`src/sv/rme_pkg.sv`:
```
package rme_pkg;

  // widths of the datapath
  localparam int ELEM_W = 18;
  localparam int OPER_W = 19;
  localparam int SQ_W = 38;
  localparam int CX_W = 36;
  localparam int CZ_W = 35;
  localparam int SQRT_CELLS = 19;
  localparam int TAB_LEN = 24;
  localparam int PRESCALE_SH = 12;
  localparam longint PI_Q30 = 64'd3373259426;

  // atan(2^-i) in q30
  localparam longint ATAN_TAB [TAB_LEN] = '{
    843314857, 497837829, 263043837, 133525159,
    67021687,  33543516,  16775851,  8388437,
    4194283,   2097149,   1048576,   524288,
    262144,    131072,    65536,     32768,
    16384,     8192,      4096,      2048,
    1024,      512,       256,       128
  };

  typedef struct packed {
    logic signed [ELEM_W-1:0] r00;
    logic signed [ELEM_W-1:0] r10;
    logic signed [ELEM_W-1:0] r11;
    logic signed [ELEM_W-1:0] r12;
    logic signed [ELEM_W-1:0] r20;
    logic signed [ELEM_W-1:0] r21;
    logic signed [ELEM_W-1:0] r22;
  } rme_mat_t;

  typedef struct packed {
    logic [SQ_W-1:0] n;
    logic [SQ_W-1:0] res;
  } rme_sq_t;

  typedef struct packed {
    logic signed [CX_W-1:0] x;
    logic signed [CX_W-1:0] y;
    logic signed [CZ_W-1:0] z;
  } rme_lane_t;

  typedef struct packed {
    logic       vld;
    logic       sing;
    logic [2:0] zero;
  } rme_ctl_t;

  function automatic logic signed [CZ_W-1:0] atan_q30(input int i);
    atan_q30 = CZ_W'(ATAN_TAB[i]);
  endfunction

endpackage

```
`src/sv/rme_sqrt_cell.sv`:
```
module rme_sqrt_cell #(
  parameter int K = 18
) (
  input  logic              clk,
  input  rme_pkg::rme_sq_t  sq_in,
  input  rme_pkg::rme_mat_t mat_in,
  output rme_pkg::rme_sq_t  sq_out,
  output rme_pkg::rme_mat_t mat_out
);

  localparam logic [rme_pkg::SQ_W-1:0] BIT = rme_pkg::SQ_W'(1) << (2 * K);

  rme_pkg::rme_sq_t  sq_r, sq_nxt;
  rme_pkg::rme_mat_t mat_r;
  logic [rme_pkg::SQ_W-1:0] trial;

  // one result bit of the digit-by-digit root
  always_comb begin
    trial = sq_in.res + BIT;
    if (sq_in.n >= trial) begin
      sq_nxt.n = sq_in.n - trial;
      sq_nxt.res = (sq_in.res >> 1) + BIT;
    end else begin
      sq_nxt.n = sq_in.n;
      sq_nxt.res = sq_in.res >> 1;
    end
  end

  always_ff @(posedge clk) begin
    sq_r <= sq_nxt;
    mat_r <= mat_in;
  end

  assign sq_out = sq_r;
  assign mat_out = mat_r;

endmodule

```
`config.mk`:
```
export PLATFORM = sky130hd
export DESIGN_NAME = rme_sqrt_cell
export DESIGN_NICKNAME = d
export VERILOG_FILES = /design/src/sv/rme_pkg.sv /design/src/sv/rme_sqrt_cell.sv
export SDC_FILE = /design/constraint.sdc
export NUM_CORES = 1
export LEC_CHECK = 0
export BUFFER_PORTS_ARGS = -buffer_cell sky130_fd_sc_hd__buf_2
export CORE_AREA = 2 2 156 158
export CTS_CLUSTER_DIAMETER = 80
export DETAILED_ROUTE_END_ITERATION = 16
export DIE_AREA = 0 0 158 160
export PLACE_DENSITY_LB_ADDON = 0.2
export SLEW_MARGIN = 20
export SYNTH_ARGS = -nofsm -noshare
export SYNTH_HDL_FRONTEND = slang
export SYNTH_SLANG_ARGS = --single-unit
```
`constraint.sdc`:
```
create_clock -name clk -period 7 [get_ports clk]
set_input_delay 0 -clock clk [delete_from_list [all_inputs] [get_ports clk]]
set_output_delay 0 -clock clk [all_outputs]
set_load 0.1 [all_outputs]
```
==> flow_summary.yaml <==
die:
  die_h_um: 160
  die_area_sq_um: 25300
  floorplan.initialDensity_pct: 29.0
  boundaryPins: 405
  die_x_um: 158
  core_area_sq_um: 23800
  row_count: 57
global_route:
  use_met3_pct: 5.26
  grt_max_degree: 40
  grt_use_total_pct: 20.2
  busiest_layer: "met2"
  met2_usage_pct: 37.0
  grt_pass1_vias: 7214
  antenna_found_initial: 5
  globalRouteOverflowTotal: 0
  grt_util_met1_pct: 21.1
  grt_pass1_wl_um: 39500
sta:
  final-setup-viol-count: 0
  fin_worst_hold_slack_ns: 0.128
  worst_slew_pin_slew_ns: 1.02
  period_minus_slack_ns: 3.96
  drv_slew: 0
  fin_setup_tns_ns: 0
  setup_ws_ns: 3.04
  rsz0062_at_grt: "no"
  slew_headroom_pct: 31.9
  fmax_ghz: 0.253
  hold_viol_final: 0
  timing.final.crit_share_pct: 56.5
route:
  drt_iter0_drc: 273
  vias: 6947
  vias_per_cell: 4.38
  routed_wl_um: 27000
  ant_nets: 0
  detail_route.wl_per_cell_um: 17.0
  drc: 0
  drt_pre_antenna_iters: 4
worst_setup_path:
  crit_required_ns: 7.38
  cp.depth: 15
  cp_top_family: "compound AO/OA/AOI/OAI gates"
  crit_chain: "dlygate4sd3_1, buf_2, inv_1, ha_1, inv_1, fa_1, a21oi_1, o211ai_1, a211oi_1, nor2_1, a211o_1, o21ai_4, and2_4, o21ai_1, dlygate4sd3_1"
  slowest_delay_ns: 0.62
  end_kind: "flop"
  crit_buf_inv: 5
  worstSetupPathType: "primary input to flop"
  slowest_stage: "and2_4"
  critPathMaxFanout: 39
  cp-start-kind: "primary input"
  critPathArrivalTime_ns: 4.34
clock_tree:
  cts_setup_buffers: 0
  path_clk_slew_ns: 0.06
  cts_tree: "done"
  numCtsBuffers: 23
  cts_buffer_depth: 3
  root_buffer: "clkbuf_16"
  cts_max_level: 1
  cts.sinks: 202
placement:
  dpl.cell_count: 1338
  port_buffers: 404
  post-dp-hpwl_um: 19400
  routabilityCongestion: 0.867
  dp_slack_ns: 3.33
synth:
  synth.distinct_cells: 52
  synth-simple-area-share_pct: 8.31
  synth_xor_area_share_pct: 4.32
  synth_area_leaders: "dfxtp_1, ha_1, mux2_1"
  async_flop_share_pct: 0
  syn-mean-instance-area_sq_um: 10.9
  ys_seq_area_share_pct: 58.6
  synth_area_sq_um: 6900
  synth_adder_area_share_pct: 7.18
  synth_top_family_by_area: "compound AO/OA/AOI/OAI gates"
  synth_top_area_share_pct: 58.6
  ys_warn_count: 0
  synth_seq_cells: 202
  postSynthNetCount: 872
  synth_ff_type: "dfxtp_1"
  synth-compound-area-share_pct: 13.8
  synth_common_cells: "dfxtp_1, a21oi_1, inv_1, ha_1, nand2_1"
  muxShareOfSynthArea_pct: 3.76
  synth_edf_count: 0
  synth.most_common_cell: "dfxtp_1"
  synthCells: 630
  synth_largest_area_cell: "dfxtp_1"
finish:
  fillers: 2225
  drive_above_1_share_pct: 35.7
  nets: 1483
  areaGrowthSynthToFinish_pct: 74.3
  finalNonFillerCells: 1585
min_path:
  hold_class: "primary input to flop"
  min_path_cells: 2
power:
  power_leakage_nw: 5.82
  irDropWorstVdd_uv: 170
  power.density_nw_per_um2: 312
status:
  status: "finished clean"
run:
  cap_viol_max_count: 0
registers in the layout, summed over array words and instances (netlist names):
register and count:
mat_out 126, sq_out 76
power breakdown:
part / switching (mW) / total [mW] / internal, mW
Combinational: 0.979 / 1.28 / 0.298
Clock: 0.476 / 1.20 / 0.719
Sequential: 0.0259 / 1.27 / 1.25
Total: 1.48 / 3.75 / 2.27
worst paths after layout:
kind | start | slack, ns | endpoint
worst max-delay path | sq_in[38] | 3.04 | sq_out[38]
worst min-delay path | mat_in[125] | 0.13 | mat_out[125]
cells by family (layout without fill, tap and decap cells):
kind of cell	count (synthesis)	after routing
and+or+nand+nor	115	115
buffers and inverters	66	692
adders and majority gates	39	39
xor gates and xnor gates	34	34
AOI/OAI and AO/OA	151	151
muxes	23	23
DFF	202	202
other	0	5
timing repair:
item	CTS	global route
endpoints found under the hold margin	202	0
resized for setup	0	0
hold buffers	202	0
area by class of cell:
cell class | instances | area (sq um) | share of cell area [%]
clock buffers | 29 | 638 | 5.31
clock inverters | 11 | 120 | 0.999
well taps | 324 | 405 | 3.37
inverters | 46 | 173 | 1.44
repair buffers | 606 | 4040 | 33.6
multi-input cells | 362 | 2580 | 21.5
diodes | 5 | 12.5 | 0.104
flip-flops and latches | 202 | 4040 | 33.6
layer usage:
| metal | vias up | share of wire (%) |
|---|---|---|
| met2 | 266 | 50 |
| met4 | 0 | 4.9 |
| met3 | 65 | 6.9 |
| li1 | 3402 | - |
| met1 | 3214 | 38 |
| met5 | - | 0 |
per-stage QoR:
step | utilization, % | total power [mW] | area [sq um]
after global routing | 50.4 | 3.89 | 12000
final | 50.5 | 3.75 | 12000
after floorplan | - | 2.25 | 6900
after detailed placement | 38.7 | 2.48 | 9230
after CTS | 50.4 | 3.78 | 12000
after global placement | 38.7 | 2.48 | 9230
layout by cell type, fill, tap and decap left out, drive strengths merged, types with 3 or more instances in the layout:
cell type,synthesis,routed
buf,9,404
a31oi,10,10
or2,5,5
and2,4,4
diode,0,5
clkinv,0,5
o21bai,8,8
a21o,15,15
o31ai,5,5
nand2,29,29
inv,46,47
clkinvlp,0,3
nor2,23,23
nor3,5,5
xor2,8,8
mux2,23,23
nor2b,4,4
a211oi,4,4
a21oi,46,46
dlygate4sd3,0,202
o21ai,36,36
ha,38,38
nand2b,6,6
o21a,7,7
dfxtp,202,202
and4,3,3
nand3,17,17
xnor2,26,26
nand4,10,10
o211ai,5,5
clkbuf,11,29
and3,4,4
Power figures use the tool's default switching activity.
