File: config.mk
export PLATFORM = sky130hd
export DESIGN_NAME = rme_cordic_cell
export DESIGN_NICKNAME = d
export VERILOG_FILES = /design/src/sv/rme_pkg.sv /design/src/sv/rme_cordic_cell.sv
export SDC_FILE = /design/constraint.sdc
export NUM_CORES = 1
export LEC_CHECK = 0
export CORE_MARGIN = 1
export CORE_UTILIZATION = 40
export CTS_CLUSTER_SIZE = 24
export DETAILED_ROUTE_END_ITERATION = 10
export DONT_BUFFER_PORTS = 1
export SYNTH_ARGS = -nofsm -noshare
export SYNTH_HDL_FRONTEND = slang
export SYNTH_SLANG_ARGS = --single-unit
File: constraint.sdc
create_clock -name clk -period 5.55 [get_ports clk]
set_input_delay 1.11 -clock clk [delete_from_list [all_inputs] [get_ports clk]]
set_output_delay 1.11 -clock clk [all_outputs]
set_load 0.02 [all_outputs]
File: src/sv/rme_pkg.sv
package rme_pkg;

  // widths of the datapath
  localparam int ELEM_W = 18;
  localparam int OPER_W = 19;
  localparam int SQ_W = 38;
  localparam int CX_W = 36;
  localparam int CZ_W = 35;
  localparam int SQRT_CELLS = 19;
  localparam int TAB_LEN = 24;
  localparam int PRESCALE_SH = 12;
  localparam longint PI_Q30 = 64'd3373259426;

  // atan(2^-i) in q30
  localparam longint ATAN_TAB [TAB_LEN] = '{
    843314857, 497837829, 263043837, 133525159,
    67021687,  33543516,  16775851,  8388437,
    4194283,   2097149,   1048576,   524288,
    262144,    131072,    65536,     32768,
    16384,     8192,      4096,      2048,
    1024,      512,       256,       128
  };

  typedef struct packed {
    logic signed [ELEM_W-1:0] r00;
    logic signed [ELEM_W-1:0] r10;
    logic signed [ELEM_W-1:0] r11;
    logic signed [ELEM_W-1:0] r12;
    logic signed [ELEM_W-1:0] r20;
    logic signed [ELEM_W-1:0] r21;
    logic signed [ELEM_W-1:0] r22;
  } rme_mat_t;

  typedef struct packed {
    logic [SQ_W-1:0] n;
    logic [SQ_W-1:0] res;
  } rme_sq_t;

  typedef struct packed {
    logic signed [CX_W-1:0] x;
    logic signed [CX_W-1:0] y;
    logic signed [CZ_W-1:0] z;
  } rme_lane_t;

  typedef struct packed {
    logic       vld;
    logic       sing;
    logic [2:0] zero;
  } rme_ctl_t;

  function automatic logic signed [CZ_W-1:0] atan_q30(input int i);
    atan_q30 = CZ_W'(ATAN_TAB[i]);
  endfunction

endpackage

File: src/sv/rme_cordic_cell.sv
module rme_cordic_cell #(
  parameter int STEP = 0
) (
  input  logic               clk,
  input  rme_pkg::rme_lane_t lane_in,
  output rme_pkg::rme_lane_t lane_out
);

  rme_pkg::rme_lane_t lane_r, lane_nxt;
  logic signed [rme_pkg::CX_W-1:0] xs, ys;

  // one vectoring micro-rotation
  always_comb begin
    xs = lane_in.x >>> STEP;
    ys = lane_in.y >>> STEP;
    if (!lane_in.y[rme_pkg::CX_W-1]) begin
      lane_nxt.x = lane_in.x + ys;
      lane_nxt.y = lane_in.y - xs;
      lane_nxt.z = lane_in.z + rme_pkg::atan_q30(STEP);
    end else begin
      lane_nxt.x = lane_in.x - ys;
      lane_nxt.y = lane_in.y + xs;
      lane_nxt.z = lane_in.z - rme_pkg::atan_q30(STEP);
    end
  end

  always_ff @(posedge clk) begin
    lane_r <= lane_nxt;
  end

  assign lane_out = lane_r;

endmodule

==> run summary <==
• **final setup slack of the worst path** 1.36 ns
• **clock transition at the register clock pins on the worst setup and hold paths after CTS** 0.08 ns
• **most frequent cells in the layout** sky130_fd_sc_hd__a21oi_1, sky130_fd_sc_hd__ha_1, sky130_fd_sc_hd__inv_1
• **first-pass GRT wire length** 50300 microns
• **total buffers and inverters traversed by the critical path** 2
• **routed wire length** 33200 microns
• **slowest cell delay on critical path** 0.62 ns
• **row count** 58
• **Worst Setup End Kind** flop
• **worst-path cell with the longest stage delay** sky130_fd_sc_hd__o21ai_0
• **first-iteration detailed-routing DRC count** 1013
• **most frequent standard cell in the layout excluding fill and tap cells** sky130_fd_sc_hd__a21oi_1
• **Switching Share** 43.4%
• **number of clock buffers inserted by TritonCTS** 9
• **Max-cap violations** 0
• **estimated wirelength of the detail-placed design** 26100 microns
• **drt first pass iters** 5
• **share of layout cells above drive strength 1** 3.64%
• **sequence of cells on the critical path** inv_1 > ha_1 > nand2_1 > o21ai_0 > a21oi_1 > o21ai_0 > a21boi_0 > buf_4 > a41oi_1 > a31oi_1 > a221oi_1 > xor2_1
• **number of endpoints failing setup at the final stage** 0
• **RSZ-0062 raised after global routing** false
• **Logic pwr share** 34.2%
• **number of instances in the synthesized netlist** 1354
• **relative contribution of sequential cells to total power** 42.8%
• **kind of start point of the critical path** primary input
• **proportion of synthesized flip-flops having asynchronous set or reset** 0%
• **root buffer cell** sky130_fd_sc_hd__clkbuf_16
• **setup tns final** 0 ns
• **largest fanout on the critical path** 12
• **maximum level of the CTS H-tree** 3
• **post_cts resized** 0
• **CP Data Required Time** 5.85 ns
• **part of the total power dissipated in the clock network** 23.1%
• **minimum period implied by the final worst setup slack** 4.19 ns
• **die outline height** 164 microns
• **core region area** 25400 sq um
• **# hold bufs at CTS** 0
• **maximum clock insertion buffer count** 2
• **actual slew at the worst max-slew pin** 1.09 ns
• **count of fill cells added during filler insertion** 2694
• **count of different cell masters after synthesis** 78
• **number of antenna violations at the first check in global routing** 0
• **switching component of the power** 1.27 mW
• **data arrival at the endpoint of the critical path** 4.49 ns
• **Lkg Pwr** 4.99 nW
• **post-synthesis to final-layout area growth** 4.43%
• **setup fix buffers added after clock tree synthesis** 0
• **routed vias/inst** 6.01
• **width of the die** 164 microns
• **pre-CTS setup slack** 1.15 ns
• **mean cell area of the mapped netlist** 7.72 sq um
• **number of synthesized flops with an enable pin** 0
• **area of the mapped netlist** 10500 sq um
• **number of port buffers** 0
• **total count of max-transition violations in the final report** 0
• **clock tree from TritonCTS** built
• **final hold violations** 0
• **via count of the first global-routing pass** 9202
• **Total Nets Final** 1566
• **pin count of the biggest net entering global routing** 113
• **routability congestion estimate** 0.963
• **total DRC errors in the routed layout** 0
• **post-route ant nets** 0
• **internal power** 1.65 mW
• **via count** 9894
• **outcome** finished, final reports clean
• **WS Path Type** primary input to flop
• **Num Clock Sinks** 106
• **max FFs per register** 106
• **Yosys warning count** 0
• **io pins** 215
• **overall die area** 26800 sq um
• **net count of the mapped netlist** 1608
• **most common flop cell mapped by yosys** sky130_fd_sc_hd__dfxtp_1
• **maximum clock frequency** 238 MHz
• **Power Density** 267 nW/um^2
• **total gr overflow** 0
• **family of cells with the greatest summed delay on the critical path** compound AO/OA/AOI/OAI gates
• **routed wirelength normalized by instance count** 20.1 microns
• **final period utilization** 75.6%
• **Hold Crit Class** primary input to flop
• **number of inserted diodes** 0
• **Total Routing Usage GR** 24.1%
• **Initial Util** 41.2%
• **portion of the post-synthesis area used by sequential elements** 20.3%
• **number of synthesized register bits** 106
• **post-layout utilization of the core** 43.0%
• **worst-case headroom to the max-slew limit** 27.0%
• **Max VDD drop** 0.175 mV
• **total power after layout** 2.92 mW
• **most used cell along the critical path** sky130_fd_sc_hd__o21ai_0
## routing by layer
metal	vias to the layer above	track usage (%)	share of wire [%]	routed length, microns
met1	4605	31.7	44	14600
met5	-	0	0	0
met4	0	8.67	3.0	996
li1	4732	-	-	-
met2	490	38.5	44	14700
met3	67	4.90	8.8	2900
## metrics by stage
| stage | hold slack [ns] | area, sq um | instances |
|---|---|---|---|
| finish | 0.834 | 10900 | 1647 |
| global route | 0.822 | 10900 | 1647 |
| CTS | 0.824 | 10900 | 1647 |
| detailed placement | 1.21 | 10600 | 1631 |
| global placement | 1.21 | 10600 | 1631 |
| floorplan | 1.21 | 10500 | 1354 |
## synthesized netlist by cell type (4+ instances only)
library cell                count  area [sq um]
sky130_fd_sc_hd__and2_1         5          31.3
sky130_fd_sc_hd__a41oi_1        4          35.0
sky130_fd_sc_hd__dfxtp_1      106          2120
sky130_fd_sc_hd__o221ai_1       4          35.0
sky130_fd_sc_hd__o21bai_1      25           188
sky130_fd_sc_hd__inv_1        119           447
sky130_fd_sc_hd__a21oi_1      153           766
sky130_fd_sc_hd__nand3_1       17          85.1
sky130_fd_sc_hd__o21ai_0       93           465
sky130_fd_sc_hd__buf_1          8          30.0
sky130_fd_sc_hd__clkbuf_1      40           150
sky130_fd_sc_hd__ha_1         142          1780
sky130_fd_sc_hd__nor2_1        99           372
sky130_fd_sc_hd__clkbuf_8       5          68.8
sky130_fd_sc_hd__or3_1         11          68.8
sky130_fd_sc_hd__nand4_1       15          93.8
sky130_fd_sc_hd__a21boi_0       5          37.5
sky130_fd_sc_hd__o2111ai_1      4          35.0
sky130_fd_sc_hd__nor3_1        16          80.1
sky130_fd_sc_hd__nand2b_1      13          81.3
sky130_fd_sc_hd__mux2i_1       22           220
sky130_fd_sc_hd__and3_1         8          50.1
sky130_fd_sc_hd__o211ai_1      17           128
sky130_fd_sc_hd__a221oi_1       7          61.3
sky130_fd_sc_hd__a21o_1        61           458
sky130_fd_sc_hd__or4_1          4          30.0
sky130_fd_sc_hd__nand2_1       82           308
sky130_fd_sc_hd__a31oi_1       21           131
sky130_fd_sc_hd__or2_2          4          25.0
sky130_fd_sc_hd__nor4_1        10          62.6
sky130_fd_sc_hd__a31o_2         4          35.0
sky130_fd_sc_hd__a211o_1        4          35.0
sky130_fd_sc_hd__nor2b_1       15          93.8
sky130_fd_sc_hd__fa_1           4          80.1
sky130_fd_sc_hd__o31a_1         6          52.6
sky130_fd_sc_hd__o21a_1        15           113
sky130_fd_sc_hd__xnor2_1       76           666
sky130_fd_sc_hd__xor2_1        15           131
sky130_fd_sc_hd__o31ai_1       17           128
sky130_fd_sc_hd__a211oi_1      21           158
## worst paths after layout
| check | start | end | slack (ns) | cells past startpoint |
|---|---|---|---|---|
| min | lane_in[106] | lane_out[106] | 0.83 | 1 |
| max | lane_in[37] | lane_out[106] | 1.36 | 12 |
## power by group through the flow
stage / Sequential, mW / Combinational, mW / Clock (mW)
finish: 1.25 / 0.997 / 0.673
global route: 1.27 / 1.09 / 0.719
CTS: 1.25 / 0.978 / 0.691
detailed placement: 1.27 / 0.970 / 0
global placement: 1.27 / 0.971 / 0
floorplan: 1.23 / 0.762 / 0
## area by class of cell
type | count | area [sq um] | share of cell area, %
multi-input combinational | 1067 | 7580 | 69.5
sequential | 106 | 2120 | 19.4
inverter | 123 | 462 | 4.23
tap | 330 | 413 | 3.78
clock buffer | 9 | 225 | 2.06
clock inverter | 7 | 72.6 | 0.665
timing repair buffer | 5 | 37.5 | 0.344
## cell families after synthesis
logic type / share of synthesized area (%)
adder cells (fa/ha/maj): 17.8
multiplexers: 2.21
flip-flops: 20.3
buffers and inverters: 7.15
XOR/XNOR: 7.62
AND/OR/NAND/NOR: 14.3
AO/OA/AOI/OAI: 30.7
Power figures use the tool's default switching activity.
